## src/sv/spl_pkg.sv

```systemverilog
// Shared types and constants for the sorted point list.
// No dependencies; used by spl_cell and sorted_point_list_core.
`default_nettype none

package spl_pkg;

	localparam int CAPACITY = 64;
	localparam int CNT_W    = $clog2(CAPACITY + 1);

	typedef enum logic [1:0] {
		CMD_INSERT = 2'd0,
		CMD_CLEAR  = 2'd1,
		CMD_QUERY  = 2'd2
	} cmd_t;

	typedef struct packed {
		logic        [1:0]  command;
		logic signed [15:0] point_x;
		logic signed [15:0] point_y;
		logic signed [31:0] key_value;
	} req_t;

	typedef struct packed {
		logic signed [15:0] max_x;
		logic signed [15:0] max_y;
		logic signed [15:0] min_x;
		logic signed [15:0] min_y;
		logic               is_empty;
		logic        [6:0]  entry_count;
		logic               overflow;
	} rsp_t;

	typedef struct packed {
		logic signed [31:0] key;
		logic signed [15:0] x;
		logic signed [15:0] y;
	} entry_t;

	typedef struct packed {
		logic ld;     // insert request accepted this cycle
		logic valid;  // this slot holds an entry
	} cell_ctl_t;

endpackage

`default_nettype wire

```

## src/sv/spl_cell.sv

```systemverilog
// One slot of the sorted chain: holds an entry, compares it with the new key,
// and keeps, takes the new entry, or takes its left neighbor. Uses spl_pkg.
`default_nettype none

module spl_cell (
	input  wire logic              clk,
	input  wire spl_pkg::cell_ctl_t ctl,
	input  wire spl_pkg::entry_t   new_entry,
	input  wire spl_pkg::entry_t   left_entry,
	input  wire logic              left_gt,
	output spl_pkg::entry_t        entry,
	output logic                   gt
);

	spl_pkg::entry_t entry_q;

	// stored key strictly above the new key: entry stays in place
	assign gt    = ctl.valid && (new_entry.key < entry_q.key);
	assign entry = entry_q;

	always_ff @(posedge clk) begin
		if (ctl.ld && !gt) begin
			if (left_gt) begin
				entry_q <= new_entry;
			end else begin
				entry_q <= left_entry;
			end
		end
	end

endmodule

`default_nettype wire

```

## config.mk

```make
export PLATFORM = sky130hd
export DESIGN_NAME = spl_cell
export DESIGN_NICKNAME = d
export VERILOG_FILES = /design/src/sv/spl_pkg.sv /design/src/sv/spl_cell.sv
export SDC_FILE = /design/constraint.sdc
export NUM_CORES = 1
export LEC_CHECK = 0
export ABC_AREA = 1
export BUFFER_PORTS_ARGS = -buffer_cell sky130_fd_sc_hd__buf_2
export CAP_MARGIN = 10
export CORE_AREA = 2 2 75 148
export DETAILED_ROUTE_END_ITERATION = 8
export DIE_AREA = 0 0 77 150
export PLACE_DENSITY_LB_ADDON = 0.08
export SYNTH_ARGS = -nofsm -noshare
export SYNTH_HDL_FRONTEND = slang
export SYNTH_SLANG_ARGS = --single-unit
export TNS_END_PERCENT = 30
```

## constraint.sdc

```tcl
create_clock -name clk -period 4.3 [get_ports clk]
set_input_delay 1.075 -clock clk [delete_from_list [all_inputs] [get_ports clk]]
set_output_delay 1.075 -clock clk [all_outputs]
set_load 0.05 [all_outputs]
```

# Word level (Yosys, flattened, before mapping)
# Index checks and enable logic that the tools add are counted.
[totals]
reg_bits = 64
input_bits = 132
output_inout_bits = 65
[classes]
magnitude_cmp = 1
muxes = 1
reduce_logical = 3
[ops]
columns = ["operator", "count"]
rows = [
  ["two-way mux 64 bit", 1],
  ["less-than comparator 32 bit", 1],
  ["logical AND 1 bit", 2],
  ["zero test 1 bit", 1],
]

# Depth between registers and ports, before layout
# Gate-level depths: netlist (run 1).
[depth]
word_depth = 4
depth_mapped = 15

# Least setup slack after synthesis (run 1)
# OpenSTA, ideal clock, no wires.
[synth_timing]
path_type = "input port to flip-flop"
start = "input port new_entry[53] in the netlist's numbering"
end = "register entry_q (netlist bit entry[0]) (enable)"
setup_slack_ns = 0.050
setup_ns = 0.435
path_stages = 10
arrival_time_ns = 3.815
path_cell_list = "ha_1 > a21oi_2 > nor2_1 > nor2_2 > nand3_2 > a21oi_4 > nand3_2 > nand2_2 > nor2_2 > nor2_2"
[synth_via]
elab_chain_len = 4
[synth_lines]
columns = ["item", "line", "source"]
rows = [
  ["from (decl)", "spl_cell.sv:8", "input wire spl_pkg::entry_t new_entry,"],
  ["less-than comparator 32 bit", "spl_cell.sv:18", "assign gt = ctl.valid && (new_entry.key < entry_q.key);"],
  ["logical AND 1 bit", "spl_cell.sv:18", ""],
  ["named net gt", "spl_cell.sv:12", "output logic gt"],
  ["zero test 1 bit", "spl_cell.sv:22", "if (ctl.ld && !gt) begin"],
  ["logical AND 1 bit", "spl_cell.sv:22", ""],
  ["to (signal assigned)", "spl_cell.sv:24", "entry_q <= new_entry;"],
  ["to (signal assigned)", "spl_cell.sv:26", "entry_q <= left_entry;"],
  ["to (decl)", "spl_cell.sv:15", "spl_pkg::entry_t entry_q;"],
]
# The timed path passes the listed nets, and every way through them passes these cells.
# A chain may end at the register's enable or synchronous reset.

# Worst setup path in the final report (run 1)
[layout_timing]
start = "input port new_entry[43] in the netlist's numbering"
end = "output port gt"
[layout_via]
elab_chain_len = 2
[layout_lines]
columns = ["item", "line"]
rows = [
  ["less-than comparator 32 bit", "spl_cell.sv:18"],
  ["logical AND 1 bit", "spl_cell.sv:18"],
  ["to (decl)", "spl_cell.sv:12"],
]
# No other way between the ends.

==> impl_results.html, run 1 <==
<table>
<tr><th>Metric</th><th>Value</th></tr>
<tr><th colspan="2">Critical path</th></tr>
<tr><td>Crit path buffers/inverters</td><td>2</td></tr>
<tr><td>CP peak stage delay</td><td>~0.30 ns</td></tr>
<tr><td>Critical path, cell by cell</td><td>buf_2 &gt; ha_1 &gt; nand2_1 &gt; o21ai_0 &gt; a21oi_1 &gt; nand2_1 &gt; nand2_2 &gt; nand3_2 &gt; nand2_2 &gt; nor2_2 &gt; buf_2</td></tr>
<tr><td>Worst path slowest cell</td><td>buf_2</td></tr>
<tr><td>Flop2flop setup slack</td><td>just under 2 ns</td></tr>
<tr><td>Crit path arrival time</td><td>2.64 ns</td></tr>
<tr><td>Sort of element at the start of the critical path</td><td>input pin</td></tr>
<tr><td>Crit path max fanout</td><td>2</td></tr>
<tr><td>Top Family by Delay on Critical Path</td><td>simple AND/OR/NAND/NOR gates</td></tr>
<tr><td>Worst endpoint required time</td><td>3.22 ns</td></tr>
<tr><td>Element type at the critical path end</td><td>output pin</td></tr>
<tr><td>Worst setup path class</td><td>in -&gt; out</td></tr>
<tr><th colspan="2">Clock network</th></tr>
<tr><td>TritonCTS Buffers</td><td>9</td></tr>
<tr><td>PostCTS Resize Cnt</td><td>0</td></tr>
<tr><td>Clock tree sinks</td><td>64</td></tr>
<tr><td>CTS Hold Buffers Added</td><td>0</td></tr>
<tr><td>Deepest clock path buffer count</td><td>2</td></tr>
<tr><td>Number of buffers added for setup after CTS</td><td>0</td></tr>
<tr><td>TritonCTS clock tree</td><td>done</td></tr>
<tr><td>Clock slew seen by the registers of the worst setup and hold paths</td><td>~0.06 ns</td></tr>
<tr><td>Clock latency on the worst-skew pair</td><td>0.32 ns</td></tr>
<tr><td>Deepest level of the CTS H-tree</td><td>3</td></tr>
<tr><td>Clock root buffer master</td><td>clkbuf_16</td></tr>
<tr><th colspan="2">Placement</th></tr>
<tr><td>Detailed Place HPWL</td><td>6.60 mm</td></tr>
<tr><td>Post-placement cell count</td><td>604</td></tr>
<tr><td>Number of buffer cells added on primary ports</td><td>196</td></tr>
<tr><td>Final weighted congestion of routability-driven global placement</td><td>0.739</td></tr>
<tr><th colspan="2">Detailed routing</th></tr>
<tr><td>First-pass detailed-route iteration total</td><td>4</td></tr>
<tr><td>Ratio of routed vias to standard cells</td><td>4.45</td></tr>
<tr><td>Total Wirelength</td><td>8.45 mm</td></tr>
<tr><td>Residual antenna-violating net count after detailed routing</td><td>0</td></tr>
<tr><td>Overall via count from detail_route</td><td>2762</td></tr>
<tr><td>Routed wire length per instance</td><td>13.6 um</td></tr>
<tr><td>Post-route DRC</td><td>0</td></tr>
<tr><td>Initial DRC count</td><td>between 40 and 50</td></tr>
<tr><th colspan="2">Logic synthesis</th></tr>
<tr><td>Total standard cell area after synthesis</td><td>3560 um2</td></tr>
<tr><td>Post-synthesis instance total</td><td>~280</td></tr>
<tr><td>Dominant cells by area after synthesis</td><td>edfxtp_1, mux2_2, ha_1</td></tr>
<tr><td>Cell type with the highest aggregate area in the netlist</td><td>edfxtp_1</td></tr>
<tr><td>Post-synth net total</td><td>438</td></tr>
<tr><td>Share of synthesized area occupied by flip-flops and latches</td><td>54.0%</td></tr>
<tr><td>Number of distinct library cells after synthesis</td><td>20</td></tr>
<tr><td>Syn avg cell area</td><td>around 13 um2</td></tr>
<tr><td>Synth top area share</td><td>54.0%</td></tr>
<tr><td>Ys Warns</td><td>0</td></tr>
<tr><td>Flip-flop and latch count after synthesis</td><td>64</td></tr>
<tr><th colspan="2">Floorplan</th></tr>
<tr><td>Cell row count</td><td>between 50 and 60</td></tr>
<tr><td>Die boundary width</td><td>approximately 77 um</td></tr>
<tr><td>Die boundary height</td><td>150 um</td></tr>
<tr><td>Starting utilization of the core area</td><td>34.0%</td></tr>
<tr><td>IO Count</td><td>197</td></tr>
<tr><td>Core area</td><td>10500 um2</td></tr>
<tr><td>Overall die area</td><td>11600 um2</td></tr>
<tr><th colspan="2">Pwr</th></tr>
<tr><td>Highest ir drop seen on vdd</td><td>roughly 370 uV</td></tr>
<tr><td>Total power density per cell area</td><td>~420 nW/um2</td></tr>
<tr><td>Total leakage power</td><td>2.42 nW</td></tr>
<tr><th colspan="2">Timing</th></tr>
<tr><td>F_max</td><td>269 MHz</td></tr>
<tr><td>Slew Limit Fails</td><td>0</td></tr>
<tr><td>Ratio of final minimum period to clock period</td><td>86.4%</td></tr>
<tr><td>Hold Worst Slack</td><td>1.05 ns</td></tr>
<tr><td>Unrepaired setup endpoints after global routing</td><td>no</td></tr>
<tr><td>Min Clock Period, post-route</td><td>3.72 ns</td></tr>
<tr><td>Pin slew with the least headroom to its limit</td><td>0.758 ns</td></tr>
<tr><td>Max-Slew Margin vs Limit</td><td>49.5%</td></tr>
<tr><td>Clock skew</td><td>0.00725 ns</td></tr>
<tr><td>Number of hold violations in the final report</td><td>0</td></tr>
<tr><td>Final setup violating endpoints</td><td>0</td></tr>
<tr><td>Setup TNS Final</td><td>0 ns</td></tr>
<tr><th colspan="2">Status</th></tr>
<tr><td>Status</td><td>complete, no violations</td></tr>
<tr><th colspan="2">Cells and area</th></tr>
<tr><td>Fraction of layout instances using a drive strength above 1</td><td>approximately three fifths</td></tr>
<tr><td>Syn-to-layout area delta</td><td>41.9%</td></tr>
<tr><td>Inserted Diodes</td><td>0</td></tr>
<tr><td>Largest register FFs</td><td>64</td></tr>
<tr><td>Fill count</td><td>1057</td></tr>
<tr><td>Final #Nets</td><td>641</td></tr>
<tr><td>Number of standard cells in the layout, taps in and fillers out</td><td>620</td></tr>
<tr><th colspan="2">GRT</th></tr>
<tr><td>Overflow left after global routing</td><td>0</td></tr>
<tr><td>Global-route wire length before repair</td><td>between 10 and 15 mm</td></tr>
<tr><td>Maximum number of pins on one net before global-route repair</td><td>35</td></tr>
<tr><td>Total routing resource utilization after global routing</td><td>14.5%</td></tr>
<tr><td>Initial antenna violation count</td><td>1</td></tr>
<tr><td>Number of global-route vias before repair</td><td>around 2900</td></tr>
<tr><th colspan="2">Worst hold path</th></tr>
<tr><td>Tightest Hold Check Type</td><td>in -&gt; reg</td></tr>
<tr><th colspan="2">Job</th></tr>
<tr><td>Max-Cap Viols</td><td>0</td></tr>
</table>
synthesized netlist by cell type (all sizes together):
cell    count
a21oi      17
buf         7
edfxtp     64
ha         31
inv        41
mux2       63
nand2      30
nand3       3
nand4       1
nor2       11
nor3        2
o21a        1
o21ai       4
path summary, 6_finish.rpt:
kind | cells past startpoint | start | endpoint
setup / recovery | 11 | new_entry[43] | gt
hold / removal | 2 | left_entry[51] | entry[51]$_DFFE_PP_
setup reg to reg | 11 | entry[43]$_DFFE_PP_ | entry[47]$_DFFE_PP_
hold reg to reg | 8 | entry[63]$_DFFE_PP_ | entry[46]$_DFFE_PP_
power breakdown:
group          internal (mW)  switching [mW]  leakage [nW]
Sequential             0.760          0.0168         0.612
Clock                  0.564           0.263         0.164
Combinational          0.165           0.335          1.65
Total                   1.49           0.615          2.42
final cells by class:
type	count	area [um2]	area share, %
flip-flops and latches	64	1920	38.0
multi-input cells	163	1460	28.8
repair buffers	199	1020	20.1
clock buffers	10	229	4.53
well taps	137	171	3.39
inverters	41	154	3.04
clock inverters	6	108	2.13
cells in the final DEF, fill, tap and decap left out, types with 3 or more instances in the layout:
master,instances
a21oi_1,14
buf_2,196
bufinv_16,3
clkbuf_16,9
edfxtp_1,64
ha_1,31
inv_1,40
mux2_2,63
nand2_1,28
nor2_1,6
nor2_2,4
logic make-up after synthesis:
logic type	Yosys count	synth area share (%)
AOI/OAI and AO/OA	22	3.69
adders and majority gates	31	10.9
buffers and inverters	48	5.30
DFF	64	54.0
muxes	63	19.9
and+or+nand+nor	47	6.25
stage by stage:
step / total power [mW] / cell area (um2) / setup WS, ns / utilization (%)
after floorplan: 1.14 / 3560 / 0.0504 / -
after global placement: 1.29 / 4720 / 0.568 / 45.0
after detailed placement: 1.30 / 4720 / 0.541 / 45.0
after CTS: 2.14 / 5060 / 0.543 / 48.3
after global routing: 2.20 / 5060 / 0.470 / 48.3
final: 2.10 / 5060 / 0.585 / 48.3
metal layers:
metal / global-route usage (%) / share of wire (%) / wire (um) / vias to the layer above
met5: 0 / 0.19 / 16 / -
met4: 5.63 / 1.4 / 120 / 2
met3: 4.95 / 8.2 / 693 / 9
met2: 26.6 / 54 / 4580 / 119
met1: 15.2 / 36 / 3040 / 1254
li1: - / - / - / 1378
Note: power is estimated with default switching activity, not from simulation.
==> run 2, diff against run 1 <==
--- a/config.mk
+++ b/config.mk
@@ -8,10 +8,11 @@
 export ABC_AREA = 1
 export BUFFER_PORTS_ARGS = -buffer_cell sky130_fd_sc_hd__buf_2
 export CAP_MARGIN = 10
-export CORE_AREA = 2 2 75 148
+export CORE_AREA = 5 5 78 151
 export DETAILED_ROUTE_END_ITERATION = 8
-export DIE_AREA = 0 0 77 150
+export DIE_AREA = 0 0 83 156
 export PLACE_DENSITY_LB_ADDON = 0.08
+export RECOVER_POWER = 25
 export SYNTH_ARGS = -nofsm -noshare
 export SYNTH_HDL_FRONTEND = slang
 export SYNTH_SLANG_ARGS = --single-unit
==> run 2 against run 1 <==
Net effect: the run now ends with capacitance limit, slew limit left; count of clock-buffer cells in the layout shrank 1; non-clock buffer count is the same; cell count is the same; sequential share of layout area grew 0.50 points; setup slack gained 0.023 ns; largest cell class unchanged.
==> impl_results.html, run 2 (synthesis gave the netlist of run 1 again) <==
<table>
<tr><th>Metric</th><th>Value</th></tr>
<tr><th colspan="2">Status</th></tr>
<tr><td>Status</td><td>finished, violations left</td></tr>
<tr><td>Failing checks</td><td>capacitance limit, slew limit</td></tr>
<tr><th colspan="2">Job</th></tr>
<tr><td>Max-Cap Viols</td><td>1 (+1)</td></tr>
<tr><th colspan="2">Placement</th></tr>
<tr><td>Pre-CTS WS</td><td>0.568 ns (+0.0269 ns)</td></tr>
<tr><td>Final weighted congestion of routability-driven global placement</td><td>0.716 (-3.1%)</td></tr>
<tr><td>Post-placement cell count</td><td>604 (unchanged)</td></tr>
<tr><td>Detailed Place HPWL</td><td>7.27 mm (+10%)</td></tr>
<tr><td>Number of buffer cells added on primary ports</td><td>196 (unchanged)</td></tr>
<tr><td>Area of placed instances</td><td>4730 um2 (+0.27%)</td></tr>
<tr><th colspan="2">Critical path</th></tr>
<tr><td>Critical path, cell by cell</td><td>buf_2 &gt; ha_1 &gt; nand2_1 &gt; o21ai_0 &gt; a21oi_1 &gt; nand2_1 &gt; nand2_2 &gt; nand3_2 &gt; nand2_2 &gt; nor2_2 &gt; buf_2</td></tr>
<tr><td>Worst endpoint required time</td><td>3.22 ns (about the same)</td></tr>
<tr><td>Crit path max fanout</td><td>2 (unchanged)</td></tr>
<tr><td>Sort of element at the start of the critical path</td><td>input pin</td></tr>
<tr><td>Crit path arrival time</td><td>2.62 ns (-0.02 ns)</td></tr>
<tr><td>CP peak stage delay</td><td>0.29 ns (about the same)</td></tr>
<tr><td>Worst path slowest cell</td><td>ha_1</td></tr>
<tr><td>Worst setup path class</td><td>in -&gt; out</td></tr>
<tr><td>Element type at the critical path end</td><td>output pin</td></tr>
<tr><th colspan="2">Clock network</th></tr>
<tr><td>Clock latency on the worst-skew pair</td><td>0.33 ns (about the same)</td></tr>
<tr><td>TritonCTS Buffers</td><td>9 (unchanged)</td></tr>
<tr><td>Deepest level of the CTS H-tree</td><td>3 (unchanged)</td></tr>
<tr><td>Clock tree sinks</td><td>64 (unchanged)</td></tr>
<tr><td>CTS Hold Buffers Added</td><td>0 (unchanged)</td></tr>
<tr><td>TritonCTS clock tree</td><td>done</td></tr>
<tr><td>Number of buffers added for setup after CTS</td><td>0 (unchanged)</td></tr>
<tr><td>PostCTS Resize Cnt</td><td>0 (unchanged)</td></tr>
<tr><td>Clock root buffer master</td><td>clkbuf_16</td></tr>
<tr><td>Clock slew seen by the registers of the worst setup and hold paths</td><td>0.06 ns (about the same)</td></tr>
<tr><td>Deepest clock path buffer count</td><td>2 (unchanged)</td></tr>
<tr><th colspan="2">Cells and area</th></tr>
<tr><td>Final #Nets</td><td>641 (unchanged)</td></tr>
<tr><td>Final instance area</td><td>4990 um2 (-1.3%)</td></tr>
<tr><td>Largest register FFs</td><td>64 (unchanged)</td></tr>
<tr><td>Number of standard cells in the layout, taps in and fillers out</td><td>620 (unchanged)</td></tr>
<tr><td>Fraction of layout instances using a drive strength above 1</td><td>50.9% (-9.3 points)</td></tr>
<tr><td>Commonest non-fill, non-tap cell in the layout</td><td>buf_2</td></tr>
<tr><td>Fill count</td><td>1075 (+1.7%)</td></tr>
<tr><td>Most frequent cells in the layout</td><td>buf_2, edfxtp_1, mux2_2</td></tr>
<tr><td>Core occupancy in the finished layout</td><td>47.6% (-0.62 points)</td></tr>
<tr><td>Syn-to-layout area delta</td><td>40.1%</td></tr>
<tr><td>Inserted Diodes</td><td>0 (unchanged)</td></tr>
<tr><th colspan="2">Floorplan</th></tr>
<tr><td>IO Count</td><td>197 (unchanged)</td></tr>
<tr><td>Cell row count</td><td>53 (unchanged)</td></tr>
<tr><td>Overall die area</td><td>12900 um2 (+12%)</td></tr>
<tr><td>Starting utilization of the core area</td><td>34.0% (unchanged)</td></tr>
<tr><td>Die boundary width</td><td>83 um (+7.8%)</td></tr>
<tr><td>Core area</td><td>10500 um2 (unchanged)</td></tr>
<tr><td>Die boundary height</td><td>156 um (+4.0%)</td></tr>
<tr><th colspan="2">Detailed routing</th></tr>
<tr><td>Residual antenna-violating net count after detailed routing</td><td>0 (unchanged)</td></tr>
<tr><td>Ratio of routed vias to standard cells</td><td>4.50 (+1.0%)</td></tr>
<tr><td>Post-route DRC</td><td>0 (unchanged)</td></tr>
<tr><td>Routed wire length per instance</td><td>14.6 um (+7.3%)</td></tr>
<tr><td>Total Wirelength</td><td>9.07 mm (+7.3%)</td></tr>
<tr><td>Overall via count from detail_route</td><td>2791 (+1.0%)</td></tr>
<tr><td>First-pass detailed-route iteration total</td><td>3 (-1)</td></tr>
<tr><td>Initial DRC count</td><td>64 (+52%)</td></tr>
<tr><th colspan="2">Pwr</th></tr>
<tr><td>Total leakage power</td><td>2.29 nW (-5.6%)</td></tr>
<tr><td>Total power density per cell area</td><td>413 nW/um2 (-0.77%)</td></tr>
<tr><td>Highest ir drop seen on vdd</td><td>341 uV (-8.4%)</td></tr>
<tr><th colspan="2">Timing</th></tr>
<tr><td>F_max</td><td>271 MHz (+0.63%)</td></tr>
<tr><td>Final setup violating endpoints</td><td>0 (unchanged)</td></tr>
<tr><td>Min Clock Period, post-route</td><td>3.69 ns (-0.0233 ns)</td></tr>
<tr><td>Pin slew with the least headroom to its limit</td><td>1.62 ns (+0.864 ns)</td></tr>
<tr><td>Worst-case setup margin in the final layout</td><td>0.608 ns (+0.0233 ns)</td></tr>
<tr><td>Clock skew</td><td>0.0113 ns (+0.00402 ns)</td></tr>
<tr><td>Number of hold violations in the final report</td><td>0 (unchanged)</td></tr>
<tr><td>Ratio of final minimum period to clock period</td><td>85.9% (-0.54 points)</td></tr>
<tr><td>Unrepaired setup endpoints after global routing</td><td>no</td></tr>
<tr><td>Max-Slew Margin vs Limit</td><td>-8.14% (-58 points)</td></tr>
<tr><td>Setup TNS Final</td><td>0 ns (unchanged)</td></tr>
<tr><td>Slew Limit Fails</td><td>66 (+66)</td></tr>
<tr><th colspan="2">GRT</th></tr>
<tr><td>Total routing resource utilization after global routing</td><td>14.0% (-0.51 points)</td></tr>
<tr><td>Number of global-route vias before repair</td><td>3061 (+7.4%)</td></tr>
<tr><td>Global-route wire length before repair</td><td>14.3 mm (+10%)</td></tr>
<tr><td>Maximum number of pins on one net before global-route repair</td><td>66 (+89%)</td></tr>
<tr><td>Initial antenna violation count</td><td>1 (unchanged)</td></tr>
<tr><td>Overflow left after global routing</td><td>0 (unchanged)</td></tr>
<tr><th colspan="2">Worst hold path</th></tr>
<tr><td>Tightest Hold Check Type</td><td>in -&gt; reg</td></tr>
</table>
[run 2: cell types whose count changed in the layout (fill, tap and decap cells not counted), sizes merged]
cell / change
clkbuf: +47
clkinvlp: +1
bufinv: -1
buf: -48
inv: +1
[run 2: power by group]
| group | total (mW) | switching (mW) | internal, mW | leakage, nW |
|---|---|---|---|---|
| combinational | 0.494 | 0.334 | 0.160 | 1.52 |
| sequential | 0.779 | 0.0195 | 0.760 | 0.612 |
| clock | 0.787 | 0.279 | 0.508 | 0.156 |
| total | 2.06 | 0.632 | 1.43 | 2.29 |
[run 2: path summary, 6_finish.rpt]
check             cells past startpoint           startpoint             endpoint  slack, ns
setup / recovery                     11        new_entry[43]                   gt       0.61
hold / removal                        2       left_entry[51]  entry[51]$_DFFE_PP_       1.05
setup reg to reg                     11  entry[43]$_DFFE_PP_  entry[40]$_DFFE_PP_       1.70
hold reg to reg                       7  entry[63]$_DFFE_PP_  entry[49]$_DFFE_PP_       1.30
[run 2: stage by stage]
stage / hold WS [ns] / total power [mW]
6_report: 1.05 / 2.06
5_1_grt: 1.04 / 2.16
4_1_cts: 1.03 / 2.10
3_5_place_dp: 1.33 / 1.31
3_3_place_gp: 1.35 / 1.30
2_1_floorplan: 1.29 / 1.14
[run 2: cell type report]
type	instances	area, um2	share of cell area (%)
Clock inverter	7	95.1	1.91
Inverter	41	154	3.08
Timing Repair Buffer	199	967	19.4
Tap cell	137	171	3.43
Clock buffer	9	225	4.51
Multi-Input combinational cell	163	1460	29.2
Sequential cell	64	1920	38.5
[run 2: per-layer routing]
layer / global-route usage (%) / vias to the layer above / routed length (um)
met5: 0 / - / 20
li1: - / 1378 / -
met2: 26.6 / 116 / 5090
met1: 12.9 / 1283 / 2990
met3: 6.03 / 12 / 805
met4: 5.61 / 2 / 151
[run 2: critical path, delay by kind of cell]
kind | cells | cell delay [ns]
adders and majority gates | 1 | 0.29
and+or+nand+nor | 6 | 0.50
AOI/OAI and AO/OA | 2 | 0.35
buffers and inverters | 2 | 0.40
